`config.mk`:
```
export PLATFORM = sky130hd
export DESIGN_NAME = stab_cell
export DESIGN_NICKNAME = d
export VERILOG_FILES = /design/src/stab_pkg.sv /design/src/stab_cell.sv
export SDC_FILE = /design/constraint.sdc
export NUM_CORES = 1
export LEC_CHECK = 0
export ABC_AREA = 1
export BUFFER_PORTS_ARGS = -buffer_cell sky130_fd_sc_hd__buf_2
export CORE_MARGIN = 2
export CORE_UTILIZATION = 45
export DETAILED_ROUTE_END_ITERATION = 16
export PLACE_DENSITY = 0.85
export SYNTH_ARGS = -nofsm -noshare
export SYNTH_HDL_FRONTEND = slang
export SYNTH_SLANG_ARGS = --single-unit
```
`constraint.sdc`:
```
create_clock -name i_clk -period 2.3 [get_ports i_clk]
set_input_delay 0.115 -clock i_clk [delete_from_list [all_inputs] [get_ports i_clk]]
set_output_delay 0.115 -clock i_clk [all_outputs]
set_load 0.05 [all_outputs]
```
`src/stab_pkg.sv`:
```
// ----------------------------------------------------------------------------
// stab_pkg
// Shared types and constants for the slot table with age bands.
// ----------------------------------------------------------------------------
package stab_pkg;

    // field widths of the command and result words
    localparam int ID_W    = 27;
    localparam int AGE_W   = 7;
    localparam int SLOT_W  = 6;
    localparam int FIELD_W = 7;

    // default number of table slots
    localparam int TABLE_DEPTH_DEF = 64;

    // age limits and band edges
    localparam logic [AGE_W-1:0] AGE_MIN    = 7'd1;
    localparam logic [AGE_W-1:0] AGE_MAX    = 7'd102;
    localparam logic [AGE_W-1:0] MIDDLE_LOW = 7'd18;
    localparam logic [AGE_W-1:0] OLD_LOW    = 7'd36;

    // percentage scale and count saturation
    localparam int PCT_SCALE = 100;
    localparam int COUNT_MAX = 127;

    // band index inside the count vector
    localparam int BAND_YOUNG  = 0;
    localparam int BAND_MIDDLE = 1;
    localparam int BAND_OLD    = 2;

    typedef enum logic [1:0] {
        ACT_CLEAR  = 2'd0,
        ACT_INSERT = 2'd1,
        ACT_DELETE = 2'd2,
        ACT_REPORT = 2'd3
    } t_action;

    typedef enum logic [1:0] {
        ST_OK        = 2'd0,
        ST_FULL      = 2'd1,
        ST_NOT_FOUND = 2'd2,
        ST_BAD_AGE   = 2'd3
    } t_status;

    // command word
    typedef struct packed {
        t_action             action;
        logic [ID_W-1:0]     id_number;
        logic [AGE_W-1:0]    age;
    } t_in_word;

    // result word
    typedef struct packed {
        t_status             status;
        logic [SLOT_W-1:0]   slot;
        logic [FIELD_W-1:0]  count_young;
        logic [FIELD_W-1:0]  count_middle;
        logic [FIELD_W-1:0]  count_old;
        logic [FIELD_W-1:0]  count_largest;
        logic [FIELD_W-1:0]  pct_young;
        logic [FIELD_W-1:0]  pct_middle;
        logic [FIELD_W-1:0]  pct_old;
    } t_out_word;

    // command held for the whole scan, seen by every cell
    typedef struct packed {
        t_action             action;
        logic [ID_W-1:0]     id_number;
        logic [AGE_W-1:0]    age;
        logic                age_ok;
    } t_bcast;

    // scan token handed from cell to cell
    typedef struct packed {
        logic act;
        logic hit;
    } t_link;

endpackage

```
`src/stab_cell.sv`:
```
// ----------------------------------------------------------------------------
// stab_cell
// One table slot. Acts on the command when the scan token reaches it and
// passes the token, band counts and hit slot on to the next cell.
// ----------------------------------------------------------------------------
module stab_cell
    import stab_pkg::*;
#(
    parameter int CELL_INDEX = 0,
    parameter int IW         = SLOT_W,
    parameter int CW         = FIELD_W
) (
    input  logic                   i_clk,
    input  logic                   i_rst_n,
    input  t_bcast                 i_bcast,
    input  t_link                  i_link,
    input  logic [2:0][CW-1:0]     i_cnt,
    input  logic [IW-1:0]          i_slot,
    output t_link                  o_link,
    output logic [2:0][CW-1:0]     o_cnt,
    output logic [IW-1:0]          o_slot
);

    localparam logic [IW-1:0] MY_SLOT = IW'(CELL_INDEX);

    logic                r_used, n_used;
    logic [ID_W-1:0]     r_id;
    logic [AGE_W-1:0]    r_age;
    logic                n_write;
    t_link               r_link, n_link;
    logic [2:0][CW-1:0]  r_cnt, n_cnt;
    logic [IW-1:0]       r_slot, n_slot;

    // slot action while the token is here
    always_comb begin
        logic take;
        take    = i_link.act && !i_link.hit;
        n_used  = r_used;
        n_write = 1'b0;
        n_link  = i_link;
        n_cnt   = i_cnt;
        n_slot  = i_slot;
        case (i_bcast.action)
            ACT_CLEAR: begin
                if (i_link.act) begin
                    n_used = 1'b0;
                end
            end
            ACT_INSERT: begin
                if (take && !r_used) begin
                    n_link.hit = 1'b1;
                    n_slot     = MY_SLOT;
                    if (i_bcast.age_ok) begin
                        n_used  = 1'b1;
                        n_write = 1'b1;
                    end
                end
            end
            ACT_DELETE: begin
                if (take && r_used && (r_id == i_bcast.id_number)) begin
                    n_used     = 1'b0;
                    n_link.hit = 1'b1;
                    n_slot     = MY_SLOT;
                end
            end
            ACT_REPORT: begin
                if (i_link.act && r_used) begin
                    if (r_age < MIDDLE_LOW) begin
                        n_cnt[BAND_YOUNG] = i_cnt[BAND_YOUNG] + CW'(1);
                    end else if (r_age < OLD_LOW) begin
                        n_cnt[BAND_MIDDLE] = i_cnt[BAND_MIDDLE] + CW'(1);
                    end else begin
                        n_cnt[BAND_OLD] = i_cnt[BAND_OLD] + CW'(1);
                    end
                end
            end
            default: begin
                n_used = r_used;
            end
        endcase
    end

    // slot contents and hand-off registers
    always_ff @(posedge i_clk) begin
        if (!i_rst_n) begin
            r_used <= 1'b0;
            r_link <= '0;
        end else begin
            r_used <= n_used;
            r_link <= n_link;
        end
        if (n_write) begin
            r_id  <= i_bcast.id_number;
            r_age <= i_bcast.age;
        end
        r_cnt  <= n_cnt;
        r_slot <= n_slot;
    end

    assign o_link = r_link;
    assign o_cnt  = r_cnt;
    assign o_slot = r_slot;

endmodule

```
* Word level (Yosys, flattened, before mapping)
Cells that the tools add are included.
Widths: inputs -> output; s select.
** Word-level totals
- Flip-flop bits (word level) :: 64
- Input bits :: 68
- Output and inout port bits :: 29
- Word-level logic and storage cells :: 52
** Operators by class
- Add/sub/neg operators :: 3
- Magnitude comparators :: 2
- Equal/unequal tests :: 8
- Multiplexer cells :: 20
- Reductions and logical operators :: 10
** Operators with widths (count)
- $mux 21 :: 2
- $eq 27x27->1 :: 1
- $add 7x1->7 const B :: 3
- $mux 7 :: 3
- $mux 14 :: 1
- $mux 6 :: 2
- $pmux 6 s2 :: 1
- $mux 1 :: 9
- $ne 2x2->1 const B :: 4
- $lt 7x5->1 const B :: 1
- $lt 7x6->1 const B :: 1
- $logic_and 1x1->1 :: 5
- $reduce_and 5->1 :: 1
- $eq 2x2->1 const B :: 2
- $pmux 1 s3 :: 1
- $reduce_bool 3->1 :: 1
- $eq 2x1->1 const B :: 1
- $logic_not 1->1 :: 2
- $logic_not 2->1 :: 1
- $pmux 1 s2 :: 1

* Depth between registers and ports, before layout
- Depth in word-level cells :: 6
- Depth in mapped cells :: 12
- Depth with buffers taken out :: 12

* Worst setup path after synthesis
OpenSTA, ideal clock, no wires.
- Kind :: reg2reg
- Start point :: reg r_used
- End point :: reg r_age[1] (enable)
- Setup time :: 0.423 ns
- Arrival time :: 1.876 ns
- Required time :: 1.877 ns
- Path slack :: 0.001 ns
- Cell stages (with the launch flop) :: 4
- Path buffers :: 0
- Clock period less this slack :: 2.299 ns
- Cell sequence :: dfxtp_1 inv_1 nand3_1 nor2_1
** Between the ends
- Longest elaborated chain between the ends :: 4
** RTL lines
- start, declared :: line stab_cell.sv:26 : logic r_used, n_used;
- start signal, assigned :: line stab_cell.sv:89 : r_used <= n_used;
- $logic_not 1->1 :: line stab_cell.sv:50 : if (take && !r_used) begin
- $logic_and 1x1->1 :: line stab_cell.sv:50
- $mux 1 :: line stab_cell.sv:50
- $mux 1 :: line stab_cell.sv:43 : case (i_bcast.action)
- net n_write :: line stab_cell.sv:29 : logic n_write;
- end signal, assigned :: line stab_cell.sv:94 : r_age <= i_bcast.age;
- end, declared :: line stab_cell.sv:28 : logic [AGE_W-1:0] r_age;
The timed path passes the listed nets, and every way through them passes these cells.
A chain may end at the register's enable or synchronous reset.

* Worst setup path in the final report
- Start point :: in i_bcast[17] in the netlist's numbering
- End point :: reg r_slot[0] (netlist: o_slot[0])
** Between the ends
- Longest elaborated chain between the ends :: 4
** RTL lines
- start, declared :: line stab_cell.sv:15 : input t_bcast i_bcast,
- $eq 27x27->1 :: line stab_cell.sv:60 : if (take && r_used && (r_id == i_bcast.id_number)) begin
- $logic_and 1x1->1 :: line stab_cell.sv:60
- $mux 6 :: line stab_cell.sv:60
- $pmux 6 s2 :: line stab_cell.sv:43
- net n_slot[0] :: line stab_cell.sv:32 : logic [IW-1:0] r_slot, n_slot;
- end signal, assigned :: line stab_cell.sv:97 : r_slot <= n_slot;
- end, declared :: line stab_cell.sv:32
The timed path passes the listed nets, and every way through them passes these cells.

==> results.md <==
- The minimum clock period is 1.634 ns.
- The flow ran to the end, and the final reports show no timing, DRC or antenna violations.
- In this run the static leakage power is between 2 and 2.5 nW.
- The number of H-tree levels is 3.
- The mapped netlist covers about 2900 µm².
- Summing over every cut layer, the via total after detailed routing is about 2600.
- The number of max-slew violations in the final report is 0.
- The path class of the tightest hold or removal check is input pin to flip-flop.
- For this run, the leading register cell type out of synthesis is edfxtp_1.
- The filler cells instantiated in the layout total about 520.
- The count of buffers added on input and output ports is 95.
- The count of final setup violators is 0.
- The count of maximum capacitance violations is 0.
- After routing the design area is roughly 4200 µm².
- The areal power density over the cells is 601.3 nW/µm².
- 0 antenna diodes ended up in the layout.
- The routed length per placed instance is roughly 12 µm.
- The worst hold slack is 0.02351 ns.
- The share of the Yosys chip area taken by registers is a little under three fifths.
- In this run the biggest area consumer among cell types represents between 30% and 40% of the synthesized area.
- The sequential cells in the finished layout cover a total of about 1600 µm².
- Synthesis produced a netlist whose cell count is 336.
- From synthesis to final layout, the design area changed by 45.43%.
- Once the clock tree was built, the setup fixing pass inserted 0 buffers.
- The die covers around 7100 µm².
- Using the TritonRoute via totals, the vias-per-cell ratio works out to 4.451.
- The critical-path maximum fanout is 6.
- In the final layout, the multi-input gates occupy 1001 µm².
- The placed cell area is approximately 3500 µm².
- Static timing analysis puts the maximum clock frequency at ~600 MHz.
- Entering global routing, the biggest net connects 16 pins.
- By area the synthesized netlist is led by edfxtp_1 (34%), dfxtp_1 (21%), nand2_1 (15%), inv_1 (10%), xnor2_1 (3.3%).
- After layout, the worst path uses 71.04% of the clock period.
- In this run, distinct cell masters in the synthesized netlist total 25.
- The number of placement rows is 29.
- The most numerous cell in the Yosys netlist is nand2_1.
- For this run the aggregate overflow at the end of global routing stands at 0.
- The final antenna-violating net count is 0.
- The area of the placeable core is between 6000 and 7000 µm².
- CTS placed an instance of clkbuf_8 at the clock tree root.
- Measured against its own limit, the worst slew margin works out to approximately 78%.
- In this run, CTS created clock tree buffers numbering 9.
- Including well taps, the total number of placed cells is a little over 500.
- Setup repair after global routing left no endpoint under its margin.
- On the final layout, the worst clock skew is 0.007340 ns.
- For this run, the total global-route usage over all layers was measured as between 10% and 20%.
- The number of antenna violations at the first check in global routing is 0.
- The post-detailed-placement half-perimeter wirelength is between 4000 and 5000 µm.
- Counting along the longest clock path gives a buffer depth of 2.
- Counting every net in the synthesized netlist gives roughly 410.
- After synthesis, the most frequently instantiated cells are nand2_1 (112), inv_1 (77), edfxtp_1 (33), dfxtp_1 (30), nor2_1 (24).
- The net count of the finished layout is ~570.
- STA classifies the critical path endpoint as a flip-flop.
- The worst path required time is about 2.5 ns.
- The synthesized area divided by synthesized cell count is about 8.6 µm².
- STA classifies the critical path startpoint as an input pin.
- VDD sags by at most 0.4273 mV.
- The clock latency reported for the late side of the worst-skew pair is about 0.32 ns.
- Synthesis inferred 63 register bits.
- The congestion estimate from routability-driven global placement came to 0.8437.
- The starting density of the core is between 40% and 50%.
- In the final timing run, aggregate negative setup slack is 0 ns.
- The floorplan step set the die height to approximately 84 µm.
- The number of gates resized after CTS is 0.
- The remaining design rule violation count is 0.
- Yosys printed 0 warnings.
- After clock tree synthesis, the clock-pin slew on the worst setup and hold paths is 0.07 ns.
- The number of iterations in the first detailed-routing pass is 6.
- At the pin with the least slew margin, the transition time is roughly 0.33 ns.
- The number of DRC markers in iteration 0 is between 70 and 80.
- By startpoint and endpoint, the worst setup path is classified as input pin to flip-flop.
- The number of enable-type register cells in the synthesized netlist is 33.
- The data arrival at the endpoint of the critical path is roughly 1.9 ns.
- The sum of routed wire length over all layers is around 6700 µm.
- The post-layout worst setup margin is around 0.67 ns.
- The proportion of layout cells with a drive suffix above 1 is 24.50%.
- Before CTS, the worst setup slack after placement is around 0.73 ns.
- slightly below 100 I/O pins were placed.
- The count of final hold-check violations is 0.
- The clock net in this run drives a total of 63 sinks.
- Excluding fillers, the count of instances in the completed layout stands at around 580.
- The cell type with the highest aggregate area in the netlist is edfxtp_1.
- After synthesis, the share of flip-flops with an asynchronous set or reset is 0%.
- The x dimension of the die is between 80 and 90 µm.
- The number of global-route vias before repair is between 2000 and 3000.
- The first-pass GRT wire length is between 10000 and 15000 µm.
- TritonCTS built the clock tree.
-- cells by family (layout without fill, tap and decap cells) --
family	Yosys count	in the layout	share of synthesized area (%)
AO/OA/AOI/OAI	5	5	1.609
XOR/XNOR	18	18	5.478
adder cells (fa/ha/maj)	7	7	3.043
buffers and inverters	78	244	10.17
flip-flops	63	63	55.30
multiplexers	2	2	0.7826
AND/OR/NAND/NOR	163	163	23.61
-- routing by layer --
metal  wire (µm)  GRT usage [%]  vias to the layer above
met5           0              0                        -
met4         160          10.56                        0
met3         304          5.143                       17
met2        3614          36.36                       77
met1        2640          20.79                     1148
li1            -              -                     1335
-- final timing paths --
kind	start	slack, ns	to	cells past startpoint
hold reg to reg	r_used	0.58	r_used	4
hold / removal	i_cnt[7]	0.02	o_cnt[7]	2
setup / recovery	i_bcast[17]	0.67	o_slot[0]	12
setup reg to reg	r_id[19]	0.72	o_slot[0]	10
-- cells in the final DEF (no fill, tap or decap), types with 7 or more instances in the layout --
| cell | Yosys | routed |
|---|---|---|
| buf_2 | 0 | 95 |
| dfxtp_1 | 30 | 30 |
| nand2_1 | 112 | 112 |
| nor2_1 | 24 | 23 |
| xnor2_1 | 11 | 11 |
| inv_1 | 77 | 77 |
| dlygate4sd3_1 | 0 | 53 |
| ha_1 | 7 | 7 |
| xor2_1 | 7 | 7 |
| edfxtp_1 | 33 | 33 |
| nand3_1 | 12 | 12 |
| clkbuf_8 | 0 | 9 |
-- worst max-delay path, stage by stage --
cell and delay (ns):
dlygate4sd3_1 0.54, buf_2 0.14, inv_1 0.05, nand2_1 0.04
nand2_1 0.05, nand2_1 0.05, nor2_1 0.16, nand3_1 0.15
o21bai_4 0.20, nand3_2 0.17, nand2_1 0.13, inv_1 0.04
-- layout make-up --
class / instances / area share, %
Tap cell: 77 / 2.302
Sequential cell: 63 / 38.03
Timing Repair Buffer: 150 / 24.39
Clock buffer: 11 / 3.647
Multi-Input combinational cell: 195 / 23.92
Inverter: 78 / 6.996
Clock inverter: 5 / 0.7175
-- timing repair --
| item | CTS | global route |
|---|---|---|
| hold endpoints to repair | 51 | 2 |
| hold buffers | 51 | 2 |
| setup endpoints to repair | 0 | 0 |
-- state kept, by name (all words and copies together) (netlist names) --
name and cells:
o_cnt 21, r_age 6, o_slot 6, r_id 27
r_used 1, o_link 2
-- report_power, final --
part,switching (mW),total [mW],internal [mW]
combinational,0.250,0.420,0.169
sequential,0.0106,1.23,1.22
clock,0.411,0.865,0.454
-- stage by stage --
step           total power [mW]  utilization, %
6_report                  2.517           66.67
3_5_place_dp              1.600           55.31
3_3_place_gp              1.587           55.31
5_1_grt                   2.634           66.67
2_1_floorplan             1.468               -
4_1_cts                   2.539           66.35
(Power assumes the default switching activity.)
